--- config.mk ---
export PLATFORM = sky130hd
export DESIGN_NAME = sga_fifo
export DESIGN_NICKNAME = d
export VERILOG_FILES = /design/src/rtl/sga_pkg.sv /design/src/rtl/sga_fifo.sv
export VERILOG_INCLUDE_DIRS = /design/src /design/src/rtl
export SDC_FILE = /design/constraint.sdc
export NUM_CORES = 1
export LEC_CHECK = 0
export BUFFER_PORTS_ARGS = -buffer_cell sky130_fd_sc_hd__buf_2
export CORE_ASPECT_RATIO = 2
export CORE_MARGIN = 2
export CORE_UTILIZATION = 32
export CTS_BUF_LIST = sky130_fd_sc_hd__clkbuf_4 sky130_fd_sc_hd__clkbuf_8
export DETAILED_ROUTE_END_ITERATION = 16
export GPL_TIMING_DRIVEN = 0
export PLACE_DENSITY_LB_ADDON = 0.3
export SKIP_CTS_REPAIR_TIMING = 1
export SYNTH_ARGS = -nofsm -noshare
export SYNTH_HDL_FRONTEND = slang
export SYNTH_SLANG_ARGS = --single-unit
--- constraint.sdc ---
create_clock -name clk -period 8.4 [get_ports clk]
set_input_delay 2.52 -clock clk [delete_from_list [all_inputs] [get_ports clk]]
set_output_delay 2.52 -clock clk [all_outputs]
set_load 0.02 [all_outputs]
--- src/rtl/softened_gravity_accumulator_defines.svh ---
`ifndef SOFTENED_GRAVITY_ACCUMULATOR_DEFINES_SVH
`define SOFTENED_GRAVITY_ACCUMULATOR_DEFINES_SVH

// Checks that a condition holds in the same cycle as its trigger.
`define SGA_ASSERT_SAME(label, pre, post, msg) \
    label: assert property (@(posedge clk) disable iff (!rst_n) (pre) |-> (post)) \
        else $error(msg);

// Checks that a condition holds in the cycle after its trigger.
`define SGA_ASSERT_NEXT(label, pre, post, msg) \
    label: assert property (@(posedge clk) disable iff (!rst_n) (pre) |=> (post)) \
        else $error(msg);

`endif

--- src/rtl/sga_pkg.sv ---
`timescale 1ns / 1ps

package sga_pkg;

    localparam int POS_W      = 32;
    localparam int ACC_W      = 64;
    localparam int MASS_W     = 32;
    localparam int MAG_W      = POS_W + 1;
    localparam int SQ_W       = 2 * MAG_W;
    localparam int R2_W       = SQ_W;
    localparam int ROOT_W     = R2_W / 2;
    localparam int REM_S_W    = ROOT_W + 3;
    localparam int NM_W       = MAG_W + MASS_W;
    localparam int FRAC_SHIFT = 48;
    localparam int NUM_W      = NM_W + FRAC_SHIFT;
    localparam int DEN_W      = R2_W + ROOT_W;
    localparam int QUO_W      = ACC_W - 1;
    localparam int SOFT_W     = 32;
    localparam int CNT_W      = 6;
    localparam int SQRT_STEPS = ROOT_W;
    localparam int MUL_STEPS  = ROOT_W;
    localparam int DIV_STEPS  = QUO_W;
    localparam int FIFO_DEPTH = 2;
    localparam int PTR_W      = $clog2(FIFO_DEPTH);
    localparam int FCNT_W     = $clog2(FIFO_DEPTH + 1);
    localparam int CFG_ADDR_W = 3;
    localparam int CFG_DATA_W = 64;
    localparam logic [SOFT_W-1:0] SOFT_RESET = 32'd1638;

    typedef enum logic [CFG_ADDR_W-1:0] {
        REG_TARGET_X   = 3'd0,
        REG_TARGET_Y   = 3'd1,
        REG_TARGET_Z   = 3'd2,
        REG_BASE_ACC_X = 3'd3,
        REG_BASE_ACC_Y = 3'd4,
        REG_BASE_ACC_Z = 3'd5,
        REG_SOFTENING  = 3'd6
    } cfg_idx_t;

    typedef enum logic [3:0] {
        ST_IDLE,
        ST_PROD,
        ST_R2,
        ST_SQRT,
        ST_MUL,
        ST_DINIT,
        ST_DIV,
        ST_ACC,
        ST_OUT
    } back_state_t;

    typedef struct packed {
        logic [2:0][MAG_W-1:0] mag;
        logic [2:0]            neg;
        logic [MASS_W-1:0]     mass;
        logic                  last;
    } body_t;

    function automatic logic signed [ACC_W-1:0] sat_add(
        input logic signed [ACC_W-1:0] a,
        input logic signed [ACC_W-1:0] b
    );
        logic signed [ACC_W:0] s;
        s = {a[ACC_W-1], a} + {b[ACC_W-1], b};
        if (s[ACC_W] != s[ACC_W-1])
        begin
            sat_add = s[ACC_W] ? {1'b1, {(ACC_W-1){1'b0}}} : {1'b0, {(ACC_W-1){1'b1}}};
        end
        else
        begin
            sat_add = s[ACC_W-1:0];
        end
    endfunction

endpackage

--- src/rtl/sga_fifo.sv ---
`timescale 1ns / 1ps
`include "softened_gravity_accumulator_defines.svh"

module sga_fifo (
    input  logic           clk,
    input  logic           rst_n,
    input  logic           push,
    input  sga_pkg::body_t push_data,
    output logic           full,
    input  logic           pop,
    output logic           not_empty,
    output sga_pkg::body_t pop_data
);

    sga_pkg::body_t                 mem_reg [sga_pkg::FIFO_DEPTH];
    logic [sga_pkg::PTR_W-1:0]      wr_ptr_reg, wr_ptr_next;
    logic [sga_pkg::PTR_W-1:0]      rd_ptr_reg, rd_ptr_next;
    logic [sga_pkg::FCNT_W-1:0]     count_reg, count_next;

    always_comb
    begin
        wr_ptr_next = push ? wr_ptr_reg + 1'b1 : wr_ptr_reg;
        rd_ptr_next = pop ? rd_ptr_reg + 1'b1 : rd_ptr_reg;
        count_next  = count_reg;
        if (push && !pop)
        begin
            count_next = count_reg + 1'b1;
        end
        else if (pop && !push)
        begin
            count_next = count_reg - 1'b1;
        end
    end

    always_ff @(posedge clk or negedge rst_n)
    begin
        if (!rst_n)
        begin
            wr_ptr_reg <= '0;
            rd_ptr_reg <= '0;
            count_reg  <= '0;
        end
        else
        begin
            wr_ptr_reg <= wr_ptr_next;
            rd_ptr_reg <= rd_ptr_next;
            count_reg  <= count_next;
        end
    end

    always_ff @(posedge clk)
    begin
        if (push)
        begin
            mem_reg[wr_ptr_reg] <= push_data;
        end
    end

    assign full      = (count_reg == sga_pkg::FCNT_W'(sga_pkg::FIFO_DEPTH));
    assign not_empty = (count_reg != '0);
    assign pop_data  = mem_reg[rd_ptr_reg];

    `SGA_ASSERT_SAME(a_no_overflow, push, !full, "fifo written while full")
    `SGA_ASSERT_SAME(a_no_underflow, pop, not_empty, "fifo read while empty")

endmodule

Yosys cells after proc, flatten, opt, wreduce, memory -nomap -nowiden
Memories as Yosys holds them, arrays and structs flattened.
Index checks and enable logic that the tools add are counted.
{"block": "op_classes", "n_addsub": 4, "n_eq_ne": 1, "mux": 4, "n_reduce_logical": 6}
{"op": "2-to-1 mux 2 bit", "count": 2}
{"op": "nonzero test 2 bit", "count": 2}
{"op": "adder 1 bit (second input constant)", "count": 2}
{"op": "adder 2 x 1 -> 2 bit (second input constant)", "count": 1}
{"op": "== test 2 bit (second input constant)", "count": 1}
{"op": "logical AND 1 bit", "count": 2}
{"op": "logical NOT 1 bit", "count": 2}
{"op": "2-to-1 mux 1 bit", "count": 2}
{"op": "subtractor 2 x 1 -> 2 bit (second input constant)", "count": 1}
{"block": "word_totals", "register_bits": 4, "ram_bits": 270, "inputBits": 139, "output_inout_bits": 137, "elab_cells": 19, "mem_count": 1}
{"memory": "mem_reg", "depth": 2, "width": 135, "read_ports": 1, "rd_clocked_by_memory_dff": 0, "wr": 1, "line": "sga_fifo.sv:15", "text": "sga_pkg::body_t mem_reg [sga_pkg::FIFO_DEPTH];"}

Depth between registers and ports, before layout
{"block": "logic_depth", "word_depth": 4, "depth_mapped": 5, "mapped_depth_nobuf": 5}

Least setup slack after synthesis
Ideal clock, no wire load.
{"block": "synth_timing", "kind": "input -> register", "startpoint": "input push", "endpoint": "memory mem_reg[0][0] in the netlist's numbering, enable pin", "setup_ns": 0.647, "t_arrival_ns": 8.367, "required_time_ns": 7.753, "slack_ns": -0.614, "stages": 1, "n_path_buf": 0, "cell_sequence": "nor2b_1"}
{"block": "synth_via", "elab_chain_cells": 2}
{"element": "start: declaration", "line": "sga_fifo.sv:7", "text": "input logic push,"}
{"element": "2-to-1 mux 1 bit", "line": "sga_fifo.sv:53", "text": "if (push)"}
{"element": "2-to-1 mux 1 bit (implied by the code)", "line": "sga_fifo.sv:55", "text": "mem_reg[wr_ptr_reg] <= push_data;"}
{"element": "end: declaration", "line": "sga_fifo.sv:15"}
Every way passes these cells.

==> impl_metrics.env <==
export IMPL_rows=92
export IMPL_numCtsBuffers=41
export IMPL_combPwrFrac_pct=33.8
export IMPL_cts_tree="done"
export IMPL_period_share_pct=53.3
export IMPL_die_w_um=129
export IMPL_syn_nets=576
export IMPL_antenna_found_initial=3
export IMPL_ys_types=14
export IMPL_core_area_um2=31300
export IMPL_swShare_pct=32.0
export IMPL_crit_top_cell="buf_6"
export IMPL_pin_count=276
export IMPL_yosys_warnings=0
export IMPL_first_iter_violations=160
export IMPL_grt_pass1_vias=5550
export IMPL_nets=901
export IMPL_cp_cell_sequence="buf_6, buf_6, buf_6, mux2_4, buf_2"
export IMPL_syn_area_per_cell_um2=23.1
export IMPL_tns_ps=0
export IMPL_clk_latency_ps=550
export IMPL_power_share_clock_pct=25.5
export IMPL_path_buf_inv=4
export IMPL_dp_slack_ps=4130
export IMPL_ys_seq_area_share_pct=81.4
export IMPL_fin_skew_ps=13.4
export IMPL_period_needed_ps=4480
export IMPL_max_cap_violations=0
export IMPL_tightest_slew_ps=677
export IMPL_routed_wl_um=20300
export IMPL_grt_pass1_wl_um=30000
export IMPL_cp_start_kind="register"
export IMPL_fmax_mhz=223
export IMPL_antenna_left=0
export IMPL_holdWs_ps=503
export IMPL_clockBufferDepth=3
export IMPL_cts_sinks=274
export IMPL_p_seq_share_pct=40.7
export IMPL_worstPathRequired_ps=5880
export IMPL_vias=5156
export IMPL_dp_cells=1141
export IMPL_drive_gt1_share_pct=63.1
export IMPL_dr_pass1_iters=4
export IMPL_max_stage_delay_ps=340
export IMPL_dieArea_um2=33000
export IMPL_setup_viol=0
export IMPL_slew_viol_final=0
export IMPL_dp_hpwl_um=13900
export IMPL_fp_dieH_um=255
export IMPL_power_switching_mw=1.47
export IMPL_largest_reg_flops=270
export IMPL_critPathArrivalTime_ps=1960
export IMPL_track_usage_pct=11.9
export IMPL_rsz0062_at_grt="no"
export IMPL_power_leakage_nw=5.01
export IMPL_p_int_mw=3.12
export IMPL_drc_errors=0
export IMPL_area_growth_pct=29.5
export IMPL_port_buffers=275
export IMPL_synth_area_um2=10100
export IMPL_start_util_pct=32.2
export IMPL_cp_end_kind="output pin"
export IMPL_cts_clk_slew_worst_paths_ps=60
export IMPL_status="completed"
export IMPL_critPathKind="register to output pin"
export IMPL_stdcell_area_um2=13100
export IMPL_relSlewSlack_pct=54.8
export IMPL_final_cell_mix="284 x buf_2, 270 x edfxtp_1, 95 x mux2_2, 43 x clkbuf_8, 40 x mux2_4"
export IMPL_crit_path_max_fanout=10
export IMPL_place_area_um2=12200
export IMPL_clockRootBuffer="clkbuf_8"
export IMPL_synth_ff_latch_count=274
export IMPL_p_per_area_nw_per_um2=352
export IMPL_nFillCells=2927
export IMPL_stdcell_count=1215
export IMPL_hold_class="register to register"
export IMPL_overflow=0
export IMPL_grt_max_degree=65
export IMPL_synthCells=436
export IMPL_final_common_cell="buf_2"
export IMPL_crit_family="buffers and inverters"
export IMPL_finalHoldViolCount=0
export IMPL_crit_slowest_cell="dfrtp_1"
export IMPL_cts_htree_levels=2
export IMPL_gp_congestion=0.676
export IMPL_viasPerCell=4.24
export IMPL_vdd_drop_max_uv=170
export IMPL_avgRoutedWirePerCell_um=16.7
export IMPL_setup_slack_ps=3920
Yosys cell counts:
| master | count | area [um2] |
|---|---|---|
| or2_2 | 1 | 6.26 |
| nor2_1 | 1 | 3.75 |
| ha_1 | 1 | 12.5 |
| edfxtp_1 | 270 | 8110 |
| buf_6 | 6 | 67.6 |
| buf_2 | 9 | 45.0 |
| and2_1 | 1 | 6.26 |
| mux2_2 | 95 | 1070 |
| xor2_1 | 4 | 35.0 |
| mux2_4 | 40 | 601 |
| xnor2_1 | 1 | 8.76 |
| dfrtp_1 | 4 | 100 |
| nor2b_1 | 2 | 12.5 |
| inv_1 | 1 | 3.75 |
kinds of logic after synthesis:
logic type,after synthesis,synth area share [%]
flip-flops,274,81.4
XOR/XNOR,5,0.434
AND/OR/NAND/NOR,5,0.286
buffers and inverters,16,1.15
adder cells (fa/ha/maj),1,0.124
multiplexers,135,16.6
stage by stage:
stage	utilization, %	total power [mW]
final	41.7	4.59
after global placement	38.3	3.47
after floorplan	-	2.97
after global routing	41.7	4.82
after CTS	41.7	4.68
after detailed placement	38.9	3.48
worst register-to-register path, cell delays in order, from the launching register on:
cell and delay [ps]:
dfrtp_1 430, nor2b_4 570, buf_16 250, buf_16 180, buf_12 210
metal layers:
layer  wire length, um  part of all wire, %  vias to the layer above  global-route usage (%)
met3              2690                   13                       45                    6.46
li1                  -                    -                     2392                       -
met4               578                  2.8                        4                    4.98
met2              8770                   43                      274                    18.0
met5                26                 0.13                        -                       0
met1              8280                   41                     2441                    14.1
worst paths after layout:
path                               from              to  slack [ps]  depth (start not counted)
max reg2reg                  wr_ptr_reg  mem_reg[0][74]        6420                          4
max in group asynchronous         rst_n    count_reg[1]        6510                          1
min                        count_reg[1]    count_reg[1]         500                          1
max                          rd_ptr_reg    pop_data[68]        3920                          5
min reg2reg                count_reg[1]    count_reg[1]         500                          1
min in group asynchronous         rst_n      rd_ptr_reg        1770                          1
power groups by stage:
| stage | registers [mW] | logic, mW | clock network, mW |
|---|---|---|---|
| global placement | 1.95 | 1.52 | 0 |
| detailed placement | 1.90 | 1.58 | 0 |
| finish | 1.87 | 1.55 | 1.17 |
| global route | 1.89 | 1.66 | 1.27 |
| CTS | 1.87 | 1.59 | 1.22 |
| floorplan | 1.92 | 1.05 | 0 |
cell type report:
type / instances / area, um2 / area share, %
tap: 423 / 529 / 4.05
inverter: 1 / 3.75 / 0.0288
clock inverter: 23 / 240 / 1.84
sequential: 274 / 8210 / 62.9
antenna: 1 / 2.50 / 0.0192
clock buffer: 50 / 644 / 4.94
buffer: 15 / 113 / 0.863
timing repair buffer: 282 / 1550 / 11.8
multi-input combinational: 146 / 1770 / 13.5
No activity file was read; power rests on OpenSTA's default activity.
